File: src/hdl/hvt_pkg.sv
package hvt_pkg;

  // number format
  localparam int FRAC_BITS = 16;
  localparam int DATA_W    = 32;
  localparam int PROD_W    = 2 * DATA_W;
  localparam int SUM_W     = PROD_W + 1;
  localparam int MAG_W     = PROD_W;
  localparam int QBITS     = DATA_W;
  localparam int LO_W      = QBITS - FRAC_BITS;

  // configuration registers
  localparam int NCFG      = 8;
  localparam int CFG_SEL_W = $clog2(NCFG);
  localparam int CFG_IDX_W = 8;
  localparam int CFG_W     = 64;
  localparam int NLANE     = 3;

  // pipeline: input, products, sums, magnitudes, setup, divide steps, output
  localparam int NDIV = QBITS;
  localparam int NSTG = NDIV + 6;

  localparam logic [CFG_W-1:0] ONE_LO = CFG_W'(1) << FRAC_BITS;
  localparam logic [CFG_W-1:0] ONE_HI = ONE_LO << DATA_W;

  // identity matrix after reset
  function automatic logic [CFG_W-1:0] cfg_reset(input int idx);
    logic [CFG_W-1:0] r;
    r = '0;
    if (idx == 0 || idx == 5) r = ONE_LO;
    if (idx == 2 || idx == 7) r = ONE_HI;
    return r;
  endfunction

  // one component on its way through the divider
  typedef struct packed {
    logic [MAG_W-1:0] rem;
    logic [QBITS-1:0] q;
    logic [LO_W-1:0]  lo;
    logic             neg;
    logic             big;
  } lane_t;

endpackage

File: src/hdl/hvt_div_step.sv
module hvt_div_step (
  input  hvt_pkg::lane_t                lane_i,
  input  logic [hvt_pkg::MAG_W-1:0]     den_i,
  input  logic                          point_i,
  output hvt_pkg::lane_t                lane_o
);

  logic [hvt_pkg::MAG_W:0] r2;
  logic [hvt_pkg::MAG_W:0] diff;
  logic                    ge;

  // one restoring step when point_i is set: shift in next dividend bit, subtract if it fits; else pass through
  always_comb begin
    r2     = {lane_i.rem, lane_i.lo[hvt_pkg::LO_W-1]};
    diff   = r2 - {1'b0, den_i};
    ge     = (r2 >= {1'b0, den_i});
    lane_o = lane_i;
    if (point_i) begin
      lane_o.rem = ge ? diff[hvt_pkg::MAG_W-1:0] : r2[hvt_pkg::MAG_W-1:0];
      lane_o.q   = {lane_i.q[hvt_pkg::QBITS-2:0], ge};
      lane_o.lo  = {lane_i.lo[hvt_pkg::LO_W-2:0], 1'b0};
    end
  end

endmodule

File: config.mk
export PLATFORM = sky130hd
export DESIGN_NAME = hvt_div_step
export DESIGN_NICKNAME = d
export VERILOG_FILES = /design/src/hdl/hvt_pkg.sv /design/src/hdl/hvt_div_step.sv
export SDC_FILE = /design/constraint.sdc
export NUM_CORES = 1
export LEC_CHECK = 0
export BUFFER_PORTS_ARGS = -buffer_cell sky130_fd_sc_hd__buf_2
export CAP_MARGIN = 20
export CORE_AREA = 2 2 114 116
export DETAILED_ROUTE_END_ITERATION = 12
export DIE_AREA = 0 0 116 118
export PLACE_DENSITY = 0.85
export SYNTH_ARGS = -nofsm -noshare
export SYNTH_HDL_FRONTEND = slang
export SYNTH_SLANG_ARGS = --single-unit
File: constraint.sdc
create_clock -name vclk -period 6.4
set_input_delay 1.28 -clock vclk [all_inputs]
set_output_delay 1.28 -clock vclk [all_outputs]
set_load 0.03 [all_outputs]
==> summary.txt, run 1 <==
Outcome
  • Outcome: completed

Final layout
  • Final #Nets: ~1400
  • Reg area: 0 sq um
  • Post-Layout Cell Count: about 1400
  • Share of layout cells above drive strength 1: 0.3081
  • Filler cells: between 1000 and 1500
  • Num sequential: 0
  • Clk_buf instances: 0
  • Multi-input gate area: approximately 5600 sq um
  • Area added between synthesis and finish: 23.98%

Yosys
  • Top post-synthesis cells by count: 137 x a21oi_1, 108 x nor2_1, 90 x inv_1
  • Most numerous cell in the Yosys netlist: a21oi_1
  • Yosys warns: 0
  • Net Count, Synth: about 1200
  • Largest area contributor in the netlist: ha_1
  • Mean area per synthesized cell: between 6 and 7 sq um
  • Post-synth top area share: 0.1297
  • Cell count after synthesis: around 940
  • Largest cells by area after synthesis: ha_1 13%, a21oi_1 11%, mux2i_1 8.6%, mux2_2 8.4%, nor2_1 6.6%
  • Sequential area share after synthesis: 0
  • Syn Std Cell Area: 6172 sq um
  • Synth unique cells: between 70 and 80

Worst setup path
  • CP max stage delay: 0.40 ns
  • CP startpoint: lane_i[17]
  • Worst Setup End Kind: output port
  • Crit path max fanout: 5
  • CP arrival: roughly 4.7 ns
  • Critical Path RT: roughly 5 ns
  • Critical path class: in -> out
  • Slowest-stage cell, CP: fa_1
  • Startpoint Class: primary input
  • Critical-path cell list: buf_2 > inv_1 > ha_1 > inv_1 > fa_1 > a21o_1 > a311o_1 > and2_1 > a21o_1 > a221oi_2 > o31a_1 > o21a_1 > o21ai_1 > xnor2_1 > o21ai_1 > buf_2

Placed design
  • Input/output buffers: a little under 300
  • HPWL after DPL: about 18 mm
  • Dpl cells: around 1400
  • Placer's final routability congestion estimate: a little over 0.9

Clock tree
  • CTS-repair resized insts: 0
  • Hold-fix buffer count after cts: 0
  • Post-CTS setup buffer count: 0

Floorplanning
  • Row cnt: about 40
  • Die Width: 116 microns
  • Floorplan core area: approximately 12000 sq um
  • Die Y: between 100 and 150 microns
  • Starting Density: 0.4972
  • Total Die Area: between 10000 and 15000 sq um
  • I/O Pins: 293

Power and ir drop
  • Pleak: just over 4 nW
  • VDD IR max: roughly 0.000068 V
  • PwrDens: between 100 and 150 nW/um^2
  • Power, Total: 0.0009384 W

Route
  • DRT Wirelength: 20.87 mm
  • Detail Route Antenna Nets: 0
  • Post-route DRC: 0
  • DR pass1 iterations: 5
  • Via count: between 7000 and 8000
  • Routed length per placed instance: approximately 15 microns
  • 1st-iter DRT viols: around 440
  • Post-DR vias/cell: about 5.6

Job
  • MaxCap Viol Count: 0

STA
  • Setup_tns: 0 ns
  • FMAX: 167.5 MHz
  • Hold Slack: roughly 2.6 ns
  • Final-report hold violation count: 0
  • Measured slew at the worst slew-check pin: roughly 0.63 ns
  • Setup Viol. Count Final: 0
  • Clock period minus final worst setup slack: ~6 ns
  • Final period utilization: 0.9331
  • Pins Over Slew Limit: 0
  • Rel. slew slack: 0.5763
  • Unrepaired setup endpoints after global routing: false

GRT
  • Total grt overflow: 0
  • Global-route wire length before repair: between 30 and 40 mm
  • GRT Resource Usage Total: 0.2822
  • Vias in the first global route: about 7100
  • Largest net degree at the start of global routing: 64
  • Initial antenna violation count: 2

Hold path
  • Hold Crit Start: lane_i[1]
  • Worst Hold Class: in -> out
worst max-delay path, delay by kind of cell:
kind | cells | cell delay, ns
and+or+nand+nor | 1 | 0.16
adders and majority gates | 2 | 0.57
AOI/OAI and AO/OA | 8 | 2.05
buffers and inverters | 4 | 0.48
xor gates and xnor gates | 1 | 0.14
final cells by class:
cell class,instances,share of cell area
diodes,2,0.0006540
well taps,172,0.02812
inverters,90,0.04415
multi-input cells,801,0.7283
repair buffers,297,0.1988
cell usage in the layout (no fill, tap or decap), drive strengths merged, types with 2 or more instances in the layout:
cell,instances
nor4,8
nor3,13
buf,297
o2111ai,3
a21boi,3
o211ai,7
a211oi,10
o21bai,13
nand2,78
a31oi,6
o221ai,4
o31ai,9
and3,2
inv,90
a21oi,140
mux2i,53
xnor2,36
nor2b,8
a2bb2oi,5
and4,3
xor2,20
o21a,5
and2,3
a21o,25
nand4,24
nand3,15
o21ai,52
nor2,108
o211a,2
nor3b,2
diode,2
nor4b,2
a221oi,3
ha,64
mux2,48
or3,6
nand2b,6
metal layers:
layer,vias to the layer above,track usage,part of all wire
li1,3889,-,-
met1,3433,0.3525,0.41
met2,309,0.5121,0.49
met3,42,0.02781,0.075
met4,0,0.06696,0.026
met5,-,0,0
through the flow:
stage / cell area [sq um] / setup WS, ns / utilization
after detailed placement: 7647 / 0.4812 / 0.6160
final: 7652 / 0.4281 / 0.6164
after CTS: 7647 / 0.4669 / 0.6160
after global placement: 7647 / 0.5336 / 0.6160
after global routing: 7652 / 0.2458 / 0.6164
after floorplan: 6172 / 0.9096 / -
kinds of logic (layout without fill, tap and decap cells):
| kind of cell | Yosys count | count (layout) | synth area share |
|---|---|---|---|
| fa+ha+maj | 65 | 65 | 0.1330 |
| xor+xnor | 56 | 56 | 0.07946 |
| simple gates | 282 | 282 | 0.2135 |
| buf+inv | 143 | 387 | 0.09892 |
| compound gates | 297 | 297 | 0.3010 |
| other cells | 0 | 2 | 0 |
| mux | 101 | 101 | 0.1741 |
path summary, 6_finish.rpt:
kind / endpoint / slack, ns / depth (start not counted)
max: lane_o[106] / 0.43 / 16
min: lane_o[1] / 2.56 / 0
report_power, final:
part | total [W] | leakage [nW] | switching [W] | internal (W)
Clock | 0.0000000000418 | 0.0000127 | 0 | 0.0000000000418
Sequential | 0 | 0 | 0 | 0
Combinational | 0.000938 | 4.05 | 0.000585 | 0.000354
Note: power is estimated with default switching activity, not from simulation.
==> run 2: changes to the inputs <==
--- a/config.mk
+++ b/config.mk
@@ -15,2 +15,3 @@
 export SYNTH_HDL_FRONTEND = slang
 export SYNTH_SLANG_ARGS = --single-unit
+export TNS_END_PERCENT = 50
==> constraint.sdc (replaced) <==
create_clock -name vclk -period 6.4
set_input_delay 0.32 -clock vclk [all_inputs]
set_output_delay 0.32 -clock vclk [all_outputs]
set_load 0.03 [all_outputs]
==> summary.txt, run 2 (synthesis results as in run 1) <==
Final layout
  • Share of layout cells above drive strength 1: 0.3057 (-0.002338)
  • Reg area: 0 sq um (unchanged)
  • Most common cell after layout, fill and taps aside: buf_2
  • Most frequent cells in the layout: 288 x buf_2, 137 x a21oi_1, 108 x nor2_1
  • Post-Layout Cell Count: 1359 (-0.22%)
  • Final #Nets: 1430 (-0.28%)
  • Finished Cell Area: 7612 sq um (-0.52%)
  • Clk_buf instances: 0 (unchanged)
  • Num sequential: 0 (unchanged)
  • Area added between synthesis and finish: 23.33%

Route
  • Routed length per placed instance: 15.37 microns (+0.29%)
  • WL met1: 8.884 mm (+3.2%)
  • Routed wl met3: 1.464 mm (-6.5%)
  • Max layer used: met4
  • Met2 Wirelength: 10.18 mm (+0.34%)
  • Post-DR vias/cell: 5.603 (-0.54%)
  • 1st-iter DRT viols: 469 (+6.3%)
  • DR pass1 iterations: 5 (unchanged)
  • Via count: 7615 (-0.76%)
  • Post-route DRC: 0 (unchanged)
  • DRT Wirelength: 20.88 mm (about the same)
  • Detail Route Antenna Nets: 0 (unchanged)

Hold path
  • Hold path depth: 0 (unchanged)
  • Worst Hold Class: in -> out

GRT
  • Initial antenna violation count: 3 (+1)
  • Global-route wire length before repair: 32.81 mm (+0.19%)
  • Vias in the first global route: 6924 (-1.9%)
  • Largest net degree at the start of global routing: 79 (+23%)
  • GRT Resource Usage Total: 0.2839 (+0.001684)
  • Total grt overflow: 0 (unchanged)

Floorplanning
  • Die Width: 116 microns (unchanged)
  • Starting Density: 0.4972 (unchanged)
  • Total Die Area: 13690 sq um (unchanged)
  • Die Y: 118 microns (unchanged)
  • I/O Pins: 293 (unchanged)
  • Row cnt: 41 (unchanged)
  • Floorplan core area: 12410 sq um (unchanged)

Worst setup path
  • Critical-path cell list: buf_2 > ha_1 > nand4_2 > nor4_4 > nand2_1 > o221ai_1 > o21ai_1 > nand2_2 > a31oi_2 > o21ai_4 > buf_4 > buf_4 > mux2i_1 > a21oi_1 > buf_2
  • WP buf/inv: 4 (unchanged)
  • Critical Path RT: 6.08 ns (+0.96 ns)
  • Worst Setup End Kind: output port
  • Critical path depth: 15 (-1)
  • CP max stage delay: 0.60 ns (+0.20 ns)
  • Crit path max fanout: 31 (+26)
  • Slowest-stage cell, CP: o21ai_4
  • CP arrival: 4.34 ns (-0.35 ns)
  • Startpoint Class: primary input
  • Top Family by Delay on Critical Path: compound AO/OA/AOI/OAI gates
  • Critical path class: in -> out

Clock tree
  • Hold-fix buffer count after cts: 0 (unchanged)
  • Post-CTS setup buffer count: 0 (unchanged)
  • CTS-repair resized insts: 0 (unchanged)

Placed design
  • Placer's final routability congestion estimate: 0.9361 (+1.6%)
  • HPWL after DPL: 17.88 mm (-1.2%)
  • Dpl cells: 1356 (-0.29%)
  • Input/output buffers: 289 (unchanged)
  • Placed cell area: 7605 sq um (-0.56%)

STA
  • FMAX: 214.5 MHz (+28%)
  • Rel. slew slack: 0.4951 (-0.08120)
  • Clock period minus final worst setup slack: 4.663 ns (-1.309 ns)
  • Pins Over Slew Limit: 0 (unchanged)
  • Final period utilization: 0.7286 (-0.2045)
  • Setup_tns: 0 ns (unchanged)
  • Final-report hold violation count: 0 (unchanged)
  • Measured slew at the worst slew-check pin: 0.7573 ns (+0.1276 ns)
  • Unrepaired setup endpoints after global routing: false
  • Setup Viol. Count Final: 0 (unchanged)

Job
  • MaxCap Viol Count: 0 (unchanged)

Power and ir drop
  • Pleak: 4.022 nW (-0.61%)
  • VDD IR max: 0.00006044 V (-11%)
  • PwrDens: 123.0 nW/um^2 (+0.32%)

Outcome
  • Outcome: completed
run 2: report_power, final:
group / total [W] / leakage [nW] / switching, W / internal (W)
registers: 0 / 0 / 0 / 0
clock network: 0.0000000000630 / 0.0000190 / 0 / 0.0000000000630
logic: 0.000936 / 4.02 / 0.000587 / 0.000349
total: 0.000936 / 4.02 / 0.000587 / 0.000349
run 2: layout make-up:
type	count	area, sq um
Antenna cell	3	7.507
Fill cell	1242	4802
Tap cell	172	215.2
Timing Repair Buffer	293	1479
Inverter	90	337.8
Multi-Input combinational cell	801	5573
run 2: routing by layer:
metal / vias up / global-route usage
li1: 3881 / -
met1: 3416 / 0.3698
met2: 294 / 0.4989
met3: 24 / 0.02678
met4: 0 / 0.06548
met5: - / 0
run 2: worst paths after layout:
path                  startpoint  slack, ns          end
worst max-delay path  lane_i[78]       1.74  lane_o[100]
worst min-delay path   lane_i[1]       0.64    lane_o[1]
run 2: metrics by stage:
stage	hold slack, ns	util	worst slack [ns]	total power, W
2_1_floorplan	0.7717	-	2.830	0.0006861
3_3_place_gp	0.6402	0.6126	1.915	0.0009188
3_5_place_dp	0.6402	0.6126	1.730	0.0009260
4_1_cts	0.6402	0.6126	1.721	0.0009304
5_1_grt	0.6400	0.6132	1.360	0.001017
6_report	0.6400	0.6132	1.737	0.0009364
